### src/sv/utf8_stream_decoder_macros.svh
// Assertion macros used by the decoder RTL.
`ifndef UTF8_STREAM_DECODER_MACROS_SVH
`define UTF8_STREAM_DECODER_MACROS_SVH

// Same-cycle implication, checked only out of reset.
`define UTF8SD_ASSERT_SAME(lbl, clk, rst_n, ante, cons) \
  lbl: assert property (@(posedge clk) disable iff (!rst_n) (ante) |-> (cons)) \
    else $error("utf8sd assertion failed");

// Next-cycle implication, checked only out of reset.
`define UTF8SD_ASSERT_NEXT(lbl, clk, rst_n, ante, cons) \
  lbl: assert property (@(posedge clk) disable iff (!rst_n) (ante) |=> (cons)) \
    else $error("utf8sd assertion failed");

`endif

### src/sv/utf8sd_pkg.sv
`timescale 1ns / 1ps

package utf8sd_pkg;

  // Field widths.
  localparam int CP_W    = 21;
  localparam int USED_W  = 3;
  localparam int BYTE_W  = 8;
  localparam int PAY_W   = 12;
  localparam int MAX_RES = 3;
  localparam int CNT_W   = 2;
  localparam int LEN_W   = 3;

  // Replacement codepoint after reset: question mark.
  localparam logic [CP_W-1:0] REPL_RESET = 21'h00003f;

  // Sequence lengths; LEN_NONE means no sequence is pending.
  localparam logic [LEN_W-1:0] LEN_NONE = 3'd0;
  localparam logic [LEN_W-1:0] LEN_2    = 3'd2;
  localparam logic [LEN_W-1:0] LEN_3    = 3'd3;
  localparam logic [LEN_W-1:0] LEN_4    = 3'd4;

  // Lead and second-byte bounds for overlong, surrogate and range checks.
  localparam logic [BYTE_W-1:0] LEAD_MIN2  = 8'hc2;
  localparam logic [BYTE_W-1:0] LEAD_E0    = 8'he0;
  localparam logic [BYTE_W-1:0] LEAD_ED    = 8'hed;
  localparam logic [BYTE_W-1:0] LEAD_F0    = 8'hf0;
  localparam logic [BYTE_W-1:0] LEAD_F4    = 8'hf4;
  localparam logic [BYTE_W-1:0] SEC_MIN_E0 = 8'ha0;
  localparam logic [BYTE_W-1:0] SEC_MAX_ED = 8'h9f;
  localparam logic [BYTE_W-1:0] SEC_MIN_F0 = 8'h90;
  localparam logic [BYTE_W-1:0] SEC_MAX_F4 = 8'h8f;

  // One result item.
  typedef struct packed {
    logic [CP_W-1:0]   cp;
    logic [USED_W-1:0] used;
    logic              bad;
  } res_t;

  // All results caused by one input byte.
  typedef struct packed {
    logic [CNT_W-1:0]          cnt;
    logic                      eot;
    res_t [MAX_RES-1:0]        ent;
  } grp_t;

endpackage

### src/sv/utf8sd_core.sv
`timescale 1ns / 1ps

module utf8sd_core (
  input  logic                              clk,
  input  logic                              rst_n,
  input  logic                              step_en,
  input  logic [utf8sd_pkg::BYTE_W-1:0]     text_byte,
  input  logic                              end_of_text,
  input  logic [utf8sd_pkg::CP_W-1:0]       repl_code,
  output utf8sd_pkg::grp_t                  grp,
  output logic                              seq_busy
);

  logic [utf8sd_pkg::LEN_W-1:0]  exp_r, exp_nxt;
  logic [utf8sd_pkg::LEN_W-1:0]  rcv_r, rcv_nxt;
  logic [utf8sd_pkg::BYTE_W-1:0] lead_r, lead_nxt;
  logic [utf8sd_pkg::BYTE_W-1:0] sec_r, sec_nxt;
  logic [utf8sd_pkg::PAY_W-1:0]  pay_r, pay_nxt;

  logic [utf8sd_pkg::LEN_W-1:0]  rcv_inc;
  logic [utf8sd_pkg::BYTE_W-1:0] sec_cur;
  logic                          range_bad;
  logic [utf8sd_pkg::CP_W-1:0]   lead_part;
  logic [utf8sd_pkg::CP_W-1:0]   cp_data;
  logic                          do_clear;

  assign rcv_inc = rcv_r + 3'd1;
  assign sec_cur = (rcv_inc == 3'd2) ? text_byte : sec_r;
  assign seq_busy = (exp_r != utf8sd_pkg::LEN_NONE);

  // Overlong, surrogate and above-range checks on lead and second byte.
  always_comb begin
    case (exp_r)
      utf8sd_pkg::LEN_2: begin
        range_bad = (lead_r < utf8sd_pkg::LEAD_MIN2);
      end
      utf8sd_pkg::LEN_3: begin
        range_bad = ((lead_r == utf8sd_pkg::LEAD_E0) && (sec_cur < utf8sd_pkg::SEC_MIN_E0)) ||
                    ((lead_r == utf8sd_pkg::LEAD_ED) && (sec_cur > utf8sd_pkg::SEC_MAX_ED));
      end
      default: begin
        range_bad = ((lead_r == utf8sd_pkg::LEAD_F0) && (sec_cur < utf8sd_pkg::SEC_MIN_F0)) ||
                    ((lead_r == utf8sd_pkg::LEAD_F4) && (sec_cur > utf8sd_pkg::SEC_MAX_F4));
      end
    endcase
  end

  // Codepoint assembly from lead bits, gathered payload and the final tail.
  always_comb begin
    case (exp_r)
      utf8sd_pkg::LEN_2: lead_part = {10'd0, lead_r[4:0], 6'd0};
      utf8sd_pkg::LEN_3: lead_part = {5'd0, lead_r[3:0], 12'd0};
      default:           lead_part = {lead_r[2:0], 18'd0};
    endcase
    cp_data = lead_part | {3'd0, pay_r, text_byte[5:0]};
  end

  // Next state and result group for the byte at the input.
  always_comb begin
    exp_nxt  = exp_r;
    rcv_nxt  = rcv_r;
    lead_nxt = lead_r;
    sec_nxt  = sec_r;
    pay_nxt  = pay_r;
    do_clear = 1'b0;
    grp.cnt  = 2'd0;
    grp.eot  = end_of_text;
    for (int i = 0; i < utf8sd_pkg::MAX_RES; i++) begin
      grp.ent[i] = {repl_code, 3'd1, 1'b1};
    end

    if (exp_r == utf8sd_pkg::LEN_NONE) begin
      if (text_byte[7] == 1'b0) begin
        grp.cnt    = 2'd1;
        grp.ent[0] = {13'd0, text_byte, 3'd1, 1'b0};
      end else if (text_byte[7:5] == 3'b110) begin
        exp_nxt  = utf8sd_pkg::LEN_2;
        rcv_nxt  = 3'd1;
        lead_nxt = text_byte;
        sec_nxt  = '0;
        pay_nxt  = '0;
      end else if (text_byte[7:4] == 4'he) begin
        exp_nxt  = utf8sd_pkg::LEN_3;
        rcv_nxt  = 3'd1;
        lead_nxt = text_byte;
        sec_nxt  = '0;
        pay_nxt  = '0;
      end else if (text_byte >= utf8sd_pkg::LEAD_F0 && text_byte <= utf8sd_pkg::LEAD_F4) begin
        exp_nxt  = utf8sd_pkg::LEN_4;
        rcv_nxt  = 3'd1;
        lead_nxt = text_byte;
        sec_nxt  = '0;
        pay_nxt  = '0;
      end else begin
        // Stray tail byte or a lead that can never start a valid sequence.
        grp.cnt = 2'd1;
      end
    end else if (text_byte[7:6] != 2'b10) begin
      // Bad tail: swallow the pending bytes and the offending byte.
      grp.cnt         = 2'd1;
      grp.ent[0].used = rcv_inc;
      do_clear        = 1'b1;
    end else if (rcv_inc < exp_r) begin
      rcv_nxt = rcv_inc;
      sec_nxt = sec_cur;
      pay_nxt = {pay_r[5:0], text_byte[5:0]};
    end else if (range_bad) begin
      // One replacement for the lead part, then one for each remaining tail.
      grp.cnt         = (exp_r == utf8sd_pkg::LEN_4) ? 2'd3 : 2'd2;
      grp.ent[0].used = (exp_r == utf8sd_pkg::LEN_2) ? 3'd1 : 3'd2;
      do_clear        = 1'b1;
    end else begin
      grp.cnt    = 2'd1;
      grp.ent[0] = {cp_data, exp_r, 1'b0};
      do_clear   = 1'b1;
    end

    // A sequence cut short by the end of the text gives one replacement.
    if (end_of_text && !do_clear && (exp_nxt != utf8sd_pkg::LEN_NONE)) begin
      grp.cnt         = 2'd1;
      grp.ent[0].used = rcv_nxt;
      do_clear        = 1'b1;
    end

    if (do_clear) begin
      exp_nxt  = utf8sd_pkg::LEN_NONE;
      rcv_nxt  = '0;
      lead_nxt = '0;
      sec_nxt  = '0;
      pay_nxt  = '0;
    end
  end

  // Sequence state advances once per byte taken from the input register.
  always_ff @(posedge clk) begin
    if (!rst_n) begin
      exp_r  <= utf8sd_pkg::LEN_NONE;
      rcv_r  <= '0;
      lead_r <= '0;
      sec_r  <= '0;
      pay_r  <= '0;
    end else if (step_en) begin
      exp_r  <= exp_nxt;
      rcv_r  <= rcv_nxt;
      lead_r <= lead_nxt;
      sec_r  <= sec_nxt;
      pay_r  <= pay_nxt;
    end
  end

endmodule

### src/sv/utf8_stream_decoder.sv
`timescale 1ns / 1ps
// Channel  Direction  Payload
// in_      slave      tdata[7:0] text_byte, tlast end_of_text
// out_     master     tdata[20:0] code_point, tdata[23:21] bytes_used,
//                     tuser[0] malformed, tuser[1] text_done, tlast last_of_run
// cfg_     slave      data[20:0] replacement_code
//
// One byte per cycle is accepted while each byte yields at most one result.
// A byte waits in the input register, then its results (0 to 3) load the
// result register and leave at one per cycle while out_tready is high; the
// single-port result register sets the rate when a byte yields two or three
// results. Reset (rst_n low, synchronous) idles the decoder and restores '?'
// as the replacement code. Back-pressure on out_ holds the input register.
`include "utf8_stream_decoder_macros.svh"

module utf8_stream_decoder (
  input  logic        clk,
  input  logic        rst_n,
  input  logic        in_tvalid,
  output logic        in_tready,
  input  logic [7:0]  in_tdata,   // [7:0] text_byte
  input  logic        in_tlast,
  output logic        out_tvalid,
  input  logic        out_tready,
  output logic [23:0] out_tdata,  // [20:0] code_point, [23:21] bytes_used
  output logic [1:0]  out_tuser,  // [0] malformed, [1] text_done
  output logic        out_tlast,
  input  logic        cfg_valid,
  output logic        cfg_ready,
  input  logic [20:0] cfg_data    // [20:0] replacement_code
);

  logic [utf8sd_pkg::CP_W-1:0]   repl_r;
  logic                          s1_valid_r;
  logic [utf8sd_pkg::BYTE_W-1:0] s1_byte_r;
  logic                          s1_eot_r;
  utf8sd_pkg::grp_t              grp_r;
  utf8sd_pkg::grp_t              core_grp;
  logic [utf8sd_pkg::CNT_W-1:0]  grp_idx_r;
  logic                          grp_free;
  logic                          s1_adv;
  logic                          seq_busy;
  logic                          cur_last;
  utf8sd_pkg::res_t              cur_ent;

  // Configuration register, writable at any time.
  assign cfg_ready = 1'b1;

  always_ff @(posedge clk) begin
    if (!rst_n) begin
      repl_r <= utf8sd_pkg::REPL_RESET;
    end else if (cfg_valid && cfg_ready) begin
      repl_r <= cfg_data;
    end
  end

  // The result register can take a new group when it is empty or drains this cycle.
  assign grp_free  = (grp_idx_r == grp_r.cnt) ||
                     (((grp_idx_r + 2'd1) == grp_r.cnt) && out_tready);
  assign s1_adv    = s1_valid_r && grp_free;
  assign in_tready = !s1_valid_r || s1_adv;

  // Input register.
  always_ff @(posedge clk) begin
    if (!rst_n) begin
      s1_valid_r <= 1'b0;
    end else if (in_tvalid && in_tready) begin
      s1_valid_r <= 1'b1;
    end else if (s1_adv) begin
      s1_valid_r <= 1'b0;
    end
  end

  always_ff @(posedge clk) begin
    if (in_tvalid && in_tready) begin
      s1_byte_r <= in_tdata;
      s1_eot_r  <= in_tlast;
    end
  end

  // Decode logic and sequence state.
  utf8sd_core u_core (
    .clk         (clk),
    .rst_n       (rst_n),
    .step_en     (s1_adv),
    .text_byte   (s1_byte_r),
    .end_of_text (s1_eot_r),
    .repl_code   (repl_r),
    .grp         (core_grp),
    .seq_busy    (seq_busy)
  );

  // Result register: a group of results and the index of the next one out.
  always_ff @(posedge clk) begin
    if (!rst_n) begin
      grp_r.cnt <= '0;
      grp_idx_r <= '0;
    end else if (s1_adv) begin
      grp_r     <= core_grp;
      grp_idx_r <= '0;
    end else if (out_tvalid && out_tready) begin
      grp_idx_r <= grp_idx_r + 2'd1;
    end
  end

  // Select the current result.
  always_comb begin
    case (grp_idx_r)
      2'd1:    cur_ent = grp_r.ent[1];
      2'd2:    cur_ent = grp_r.ent[2];
      default: cur_ent = grp_r.ent[0];
    endcase
  end

  assign cur_last   = ((grp_idx_r + 2'd1) == grp_r.cnt);
  assign out_tvalid = (grp_idx_r != grp_r.cnt);
  assign out_tdata  = {cur_ent.used, cur_ent.cp};
  assign out_tuser  = {cur_last && grp_r.eot, cur_ent.bad};
  assign out_tlast  = cur_last;

  // The read index never runs past the group size.
  `UTF8SD_ASSERT_SAME(a_idx_bound, clk, rst_n, 1'b1, grp_idx_r <= grp_r.cnt)
  // After the last result of a group leaves without a reload, output goes idle.
  `UTF8SD_ASSERT_NEXT(a_drain_idle, clk, rst_n,
    out_tvalid && out_tready && out_tlast && !s1_adv, !out_tvalid)
  // The end of a text always closes a run.
  `UTF8SD_ASSERT_SAME(a_done_last, clk, rst_n, out_tvalid && out_tuser[1], out_tlast)
  // No sequence stays pending past an end-of-text byte.
  `UTF8SD_ASSERT_NEXT(a_eot_idle, clk, rst_n, s1_adv && s1_eot_r, !seq_busy)

endmodule
### config.mk
export PLATFORM = sky130hd
export DESIGN_NAME = utf8_stream_decoder
export DESIGN_NICKNAME = d
export VERILOG_FILES = /design/src/sv/utf8sd_pkg.sv /design/src/sv/utf8sd_core.sv /design/src/sv/utf8_stream_decoder.sv
export VERILOG_INCLUDE_DIRS = /design/src /design/src/sv
export SDC_FILE = /design/constraint.sdc
export NUM_CORES = 1
export LEC_CHECK = 0
export BUFFER_PORTS_ARGS = -buffer_cell sky130_fd_sc_hd__buf_2
export CAP_MARGIN = 0
export CELL_PAD_IN_SITES_DETAIL_PLACEMENT = 0
export CELL_PAD_IN_SITES_GLOBAL_PLACEMENT = 1
export CORE_MARGIN = 8
export CORE_UTILIZATION = 41
export CTS_CLUSTER_SIZE = 20
export DETAILED_ROUTE_END_ITERATION = 8
export PLACE_DENSITY_LB_ADDON = 0.1
export SYNTH_ARGS = -nofsm -noshare
export SYNTH_HDL_FRONTEND = slang
export SYNTH_SLANG_ARGS = --single-unit
### constraint.sdc
create_clock -name clk -period 2.9 [get_ports clk]
set_input_delay 0.725 -clock clk [delete_from_list [all_inputs] [get_ports clk]]
set_output_delay 0.725 -clock clk [all_outputs]
set_load 0.02 [all_outputs]
After elaboration in Yosys (flattened, before gate mapping)

Index checks and enable logic that the tools add are counted.

$add $sub $neg: 2
Multipliers: 0
Div/mod/pow operators: 0
Order comparisons: 8
Equality and inequality tests: 19
Shifts and indexed selects: 0
Mux-type cells: 67
Bitwise gates (word level): 2
Reduce and logical (&&, ||, !) cells: 30

Operators with widths:

| kind                                                                    | count |
|---|---|
| 8-bit two-way mux                                                       | 15 |
| 25-bit two-way mux                                                      | 4 |
| 12-bit two-way mux                                                      | 8 |
| 3-bit two-way mux                                                       | 17 |
| 21-bit two-way mux                                                      | 2 |
| 21-bit one-hot mux with 2 select lines                                  | 1 |
| 8-bit equality test, second input constant                              | 4 |
| 8-bit less-than comparator, second input constant                       | 3 |
| 21-bit by 18-bit bitwise OR with 21-bit output                          | 1 |
| 2-bit two-way mux                                                       | 9 |
| 8-bit greater-than comparator, second input constant                    | 2 |
| 1-bit logical AND                                                       | 12 |
| 1-bit two-way mux                                                       | 10 |
| 3-bit by 2-bit equality test with 1-bit output, second input constant   | 3 |
| 8-bit greater-or-equal comparator, second input constant                | 1 |
| 8-bit <= comparator, second input constant                              | 1 |
| 3-bit equality test, second input constant                              | 2 |
| 2-bit nonzero test                                                      | 3 |
| 3-bit nonzero test                                                      | 2 |
| 5-bit by 4-bit inequality test with 1-bit output, second input constant | 1 |
| 5-bit AND reduction                                                     | 1 |
| 2-bit equality test                                                     | 2 |
| 4-bit equality test, second input constant                              | 1 |
| 1-bit logical OR                                                        | 4 |
| 17 further kinds                                                        | 19 |

Bits in registers: 116
Latch bits: 0
Bits in writable memories: 0
Bits in read-only memories: 0
Input bits: 35
Output and inout bits: 30
Logic and storage cells: 144
Memories: 0

Depth between registers and ports, before layout

Depth after elaboration: 12
Gate-level depth with buffers: 11
Mapped depth without buffers: 10

By module

A second synthesis with hierarchy kept.

Cells, all modules: 609
Area, all modules: 6620.1 sq um

By module, submodules not included:

| module              | times used | cells an instance | area each (sq um) | seq. area each (sq um) |
|---|---|---|---|---|
| utf8_stream_decoder | 1          | 288               | 4129.0            | 3072.9 |
| utf8sd_core         | 1          | 321               | 2491.1            | 600.6 |

Worst setup path after synthesis

Ideal clock, no wire load.

Path kind: in2reg
From: input rst_n
To: register grp_r[0] in the netlist's numbering, enable pin
Setup time: 409 ps
Arrival: 2604 ps
Data required time: 2491 ps
Setup slack: -114 ps
Stages on the path: 4
Path buffers: 3
Cell sequence: clkbuf_1 clkbuf_1 clkbuf_1 and2_1

Longest elaborated chain between the ends: 1

RTL lines:

| element                       | RTL line                  | RTL |
|---|---|---|
| from (decl)                   | utf8_stream_decoder.sv:18 | `input logic rst_n,` |
| 2-bit AND reduction (no line) | --                        |  |
| to (signal assigned)          | utf8_stream_decoder.sv:99 | `grp_r <= core_grp;` |
| to (decl)                     | utf8_stream_decoder.sv:37 | `utf8sd_pkg::grp_t grp_r;` |

Every way passes these cells.
A chain may end at the register's enable or synchronous reset.

==> impl_metrics.py <==
metrics = {
    "outcome": {
        "outcome": "completed",
    },
    "synth": {
        "yosys.area.top_type": "sky130_fd_sc_hd__edfxtp_1",
        "syn-instance-count": 437,
        "synth_enable_flop_cells": 56,
        "synth_top_area_share_pct": 33.4,
        "synthTopCellsByArea": "sky130_fd_sc_hd__edfxtp_1 33%, sky130_fd_sc_hd__dfxtp_1 22%, sky130_fd_sc_hd__mux2i_1 6.6%",
        "synth_nets": 476,
        "ys_ff_latch": 112,
        "yosys_most_used_dff": "sky130_fd_sc_hd__edfxtp_1",
        "yosysWarningCount": 0,
        "netlist_top_cells_count": "56 x sky130_fd_sc_hd__dfxtp_1, 56 x sky130_fd_sc_hd__edfxtp_1, 44 x sky130_fd_sc_hd__nand2_1",
        "post_synthesis_sequential_area_ratio_pct": 55.7,
        "syn-mean-instance-area_um2": 11.5,
        "netlist-cell-type-count": 64,
        "synth_async_sr_flop_share_pct": 0,
        "netlist_area_um2": 5040,
    },
    "critical_path": {
        "critical_path_startpoint_category": "register",
        "worst-endpoint-arrival_ps": 2880,
        "crit_path_end_kind": "register",
        "criticalPathCategory": "reg2reg",
        "cp.required_ps": 3000,
        "rrSetupSlack_ps": 120,
        "crit_path_max_fanout": 8,
    },
    "clock_tree": {
        "cts.htree.levels": 3,
        "clock_input_transition_at_the_sequential_cells_of_the_worst_setup_and_hold_paths_ps": 70,
        "clock_latency_ps": 350,
        "tritoncts": "yes",
        "cts.hold.buffers_added": 0,
        "cts-buffers-inserted": 9,
        "clk_root_buffer_cell": "sky130_fd_sc_hd__clkbuf_16",
        "clkSinkCount": 112,
        "max_root_sink_buffers": 2,
    },
    "power": {
        "maximum_vdd_drop_uv": 270,
        "cellPowerDensity_nw_per_um2": 603,
        "leakagePower_uw": 0.00228,
        "total_power_uw": 3570,
    },
    "sta": {
        "final.setup.worst_slack_ps": 119,
        "worst-slew-pin-transition_ps": 801,
        "report.final.hold_viol_count": 0,
        "final_min_period_over_clock_period_pct": 95.9,
        "maxClockFrequency_ghz": 0.360,
        "layout_min_cycle_time_ps": 2780,
        "skew_ps": 5.99,
        "final_setup_viols": 0,
        "final.hold.worst_slack_ps": 458,
        "slew-limit-headroom_pct": 46.2,
        "slew_viol_final": 0,
    },
    "job": {
        "max_cap_violations": 0,
    },
    "global_routing": {
        "grt_util_all_layers_pct": 15.3,
        "grt_overflow": 0,
        "global_route_wire_length_before_repair_mm": 19.1,
        "number_of_antenna_violations_at_the_first_check_in_global_routing": 0,
        "first_global_vias": 3565,
        "grt_max_degree": 48,
    },
    "route": {
        "iter_0_drt_violations": 190,
        "postRouteAntennaNets": 0,
        "firstDrtPassIters": 4,
        "detail_route.drc_violations": 0,
        "detail_route.vias_per_cell": 5.34,
        "drt_wl_total_mm": 12.2,
        "detail_route.wl_per_cell_um": 18.4,
        "dr_total_vias": 3527,
    },
    "floorplan": {
        "ioPinCount": 65,
        "start_util_pct": 41.9,
        "design.die.area_um2": 16100,
        "die_y_um": 127,
        "core_region_area_um2": 12000,
        "width_of_the_die_um": 127,
        "rows": 40,
    },
    "finish": {
        "final_util_pct": 49.3,
        "insertedDiodeCount": 0,
        "area.growth.synth_to_final_pct": 17.6,
        "final_layout_size_suffix_gt1_share_pct": 27.1,
        "stdcell_area_um2": 5920,
        "n_fill_cell": 1131,
        "finish.net_count": 547,
    },
    "placed_design": {
        "pre_cts_slack_ps": 144,
        "placed_cell_area_um2": 5570,
        "gp_congestion": 0.868,
        "port-buffer-count": 63,
        "hpwl_reported_at_the_end_of_detailed_placement_mm": 8.67,
    },
    "min_path": {
        "holdCritPathClass": "reg2reg",
    },
}
[logic make-up (layout without fill, tap and decap cells)]
family	after synthesis	after routing	synth area share, %
and+or+nand+nor	130	130	13.7
DFF	112	112	55.7
AOI/OAI and AO/OA	82	82	11.9
muxes	61	61	12.8
buffers and inverters	42	118	3.88
xor gates and xnor gates	5	5	1.02
adders and majority gates	4	4	0.994
other	1	1	0.0745
[through the flow]
step	TNS (ps)	cells
6_report	0	660
5_1_grt	-11.0	660
4_1_cts	0	659
3_5_place_dp	0	643
3_3_place_gp	0	643
2_1_floorplan	0	437
[path summary, 6_finish.rpt]
check,depth (start not counted),endpoint,start
max reg2reg,9,grp_r[6]$_DFFE_PP_,u_core.rcv_r[0]$_SDFFE_PN0P_
max,9,grp_r[6]$_DFFE_PP_,u_core.rcv_r[0]$_SDFFE_PN0P_
min reg2reg,0,grp_r[60]$_DFFE_PP_,repl_r[6]$_SDFFE_PN0P_
min,0,grp_r[60]$_DFFE_PP_,repl_r[6]$_SDFFE_PN0P_
[cell type report]
| class | count | area [um2] | share of cell area (%) |
|---|---|---|---|
| inverters | 20 | 75.1 | 1.27 |
| well taps | 147 | 184 | 3.11 |
| repair buffers | 82 | 470 | 7.94 |
| clock inverters | 3 | 43.8 | 0.739 |
| flip-flops and latches | 112 | 2800 | 47.3 |
| multi-input cells | 283 | 2050 | 34.7 |
| clock buffers | 13 | 293 | 4.94 |
[cell usage in the layout, fill, tap and decap left out, types with 3 or more instances in the layout]
cell type and count:
sky130_fd_sc_hd__inv_1 19, sky130_fd_sc_hd__nand2b_1 7, sky130_fd_sc_hd__or3_1 4, sky130_fd_sc_hd__a21oi_1 17, sky130_fd_sc_hd__nand4_1 8, sky130_fd_sc_hd__nand3_1 7
sky130_fd_sc_hd__o21ai_0 12, sky130_fd_sc_hd__nand2_1 44, sky130_fd_sc_hd__clkbuf_16 11, sky130_fd_sc_hd__buf_2 63, sky130_fd_sc_hd__mux2i_1 33, sky130_fd_sc_hd__o21ai_1 6
sky130_fd_sc_hd__a22o_1 14, sky130_fd_sc_hd__a21o_1 3, sky130_fd_sc_hd__nor2b_1 17, sky130_fd_sc_hd__buf_4 18, sky130_fd_sc_hd__dfxtp_1 56, sky130_fd_sc_hd__nor3_1 5
sky130_fd_sc_hd__a22oi_1 3, sky130_fd_sc_hd__nor2_1 15, sky130_fd_sc_hd__edfxtp_1 56, sky130_fd_sc_hd__ha_1 4, sky130_fd_sc_hd__nand4b_1 4, sky130_fd_sc_hd__and2_1 6
sky130_fd_sc_hd__mux2_2 28
[registers in the layout, indices dropped and copies added, names as in the netlist]
signal	flops
grp_r	49
repl_r	21
u_core.pay_r	12
s1_byte_r	8
u_core.lead_r	8
u_core.sec_r	4
u_core.exp_r	3
u_core.rcv_r	3
grp_idx_r	2
s1_eot_r	1
s1_valid_r	1
[what timing repair did]
item                                    CTS  global route
setup buffers                             0             1
resized for setup                         0             3
endpoints found under the setup margin    0             8
[layer usage]
layer	GRT usage [%]	wire, um
met3	3.48	494
met5	0	0
met1	19.2	5660
met2	24.4	5690
met4	7.49	310
[critical path: stages (launching register included)]
cell                      delay (ps)
sky130_fd_sc_hd__dfxtp_1         440
sky130_fd_sc_hd__ha_1            270
sky130_fd_sc_hd__xnor2_2         150
sky130_fd_sc_hd__inv_2            60
sky130_fd_sc_hd__ha_1            280
sky130_fd_sc_hd__and2_1          170
sky130_fd_sc_hd__a21oi_1         330
sky130_fd_sc_hd__nor3_4          140
sky130_fd_sc_hd__a31oi_4         310
sky130_fd_sc_hd__mux2_2          390
[report_power, final]
part | switching, uW | total [uW] | internal (uW)
Combinational | 252 | 421 | 168
Sequential | 47.2 | 1790 | 1740
Clock | 564 | 1360 | 800
Total | 864 | 3570 | 2710
Note: power is estimated with default switching activity, not from simulation.
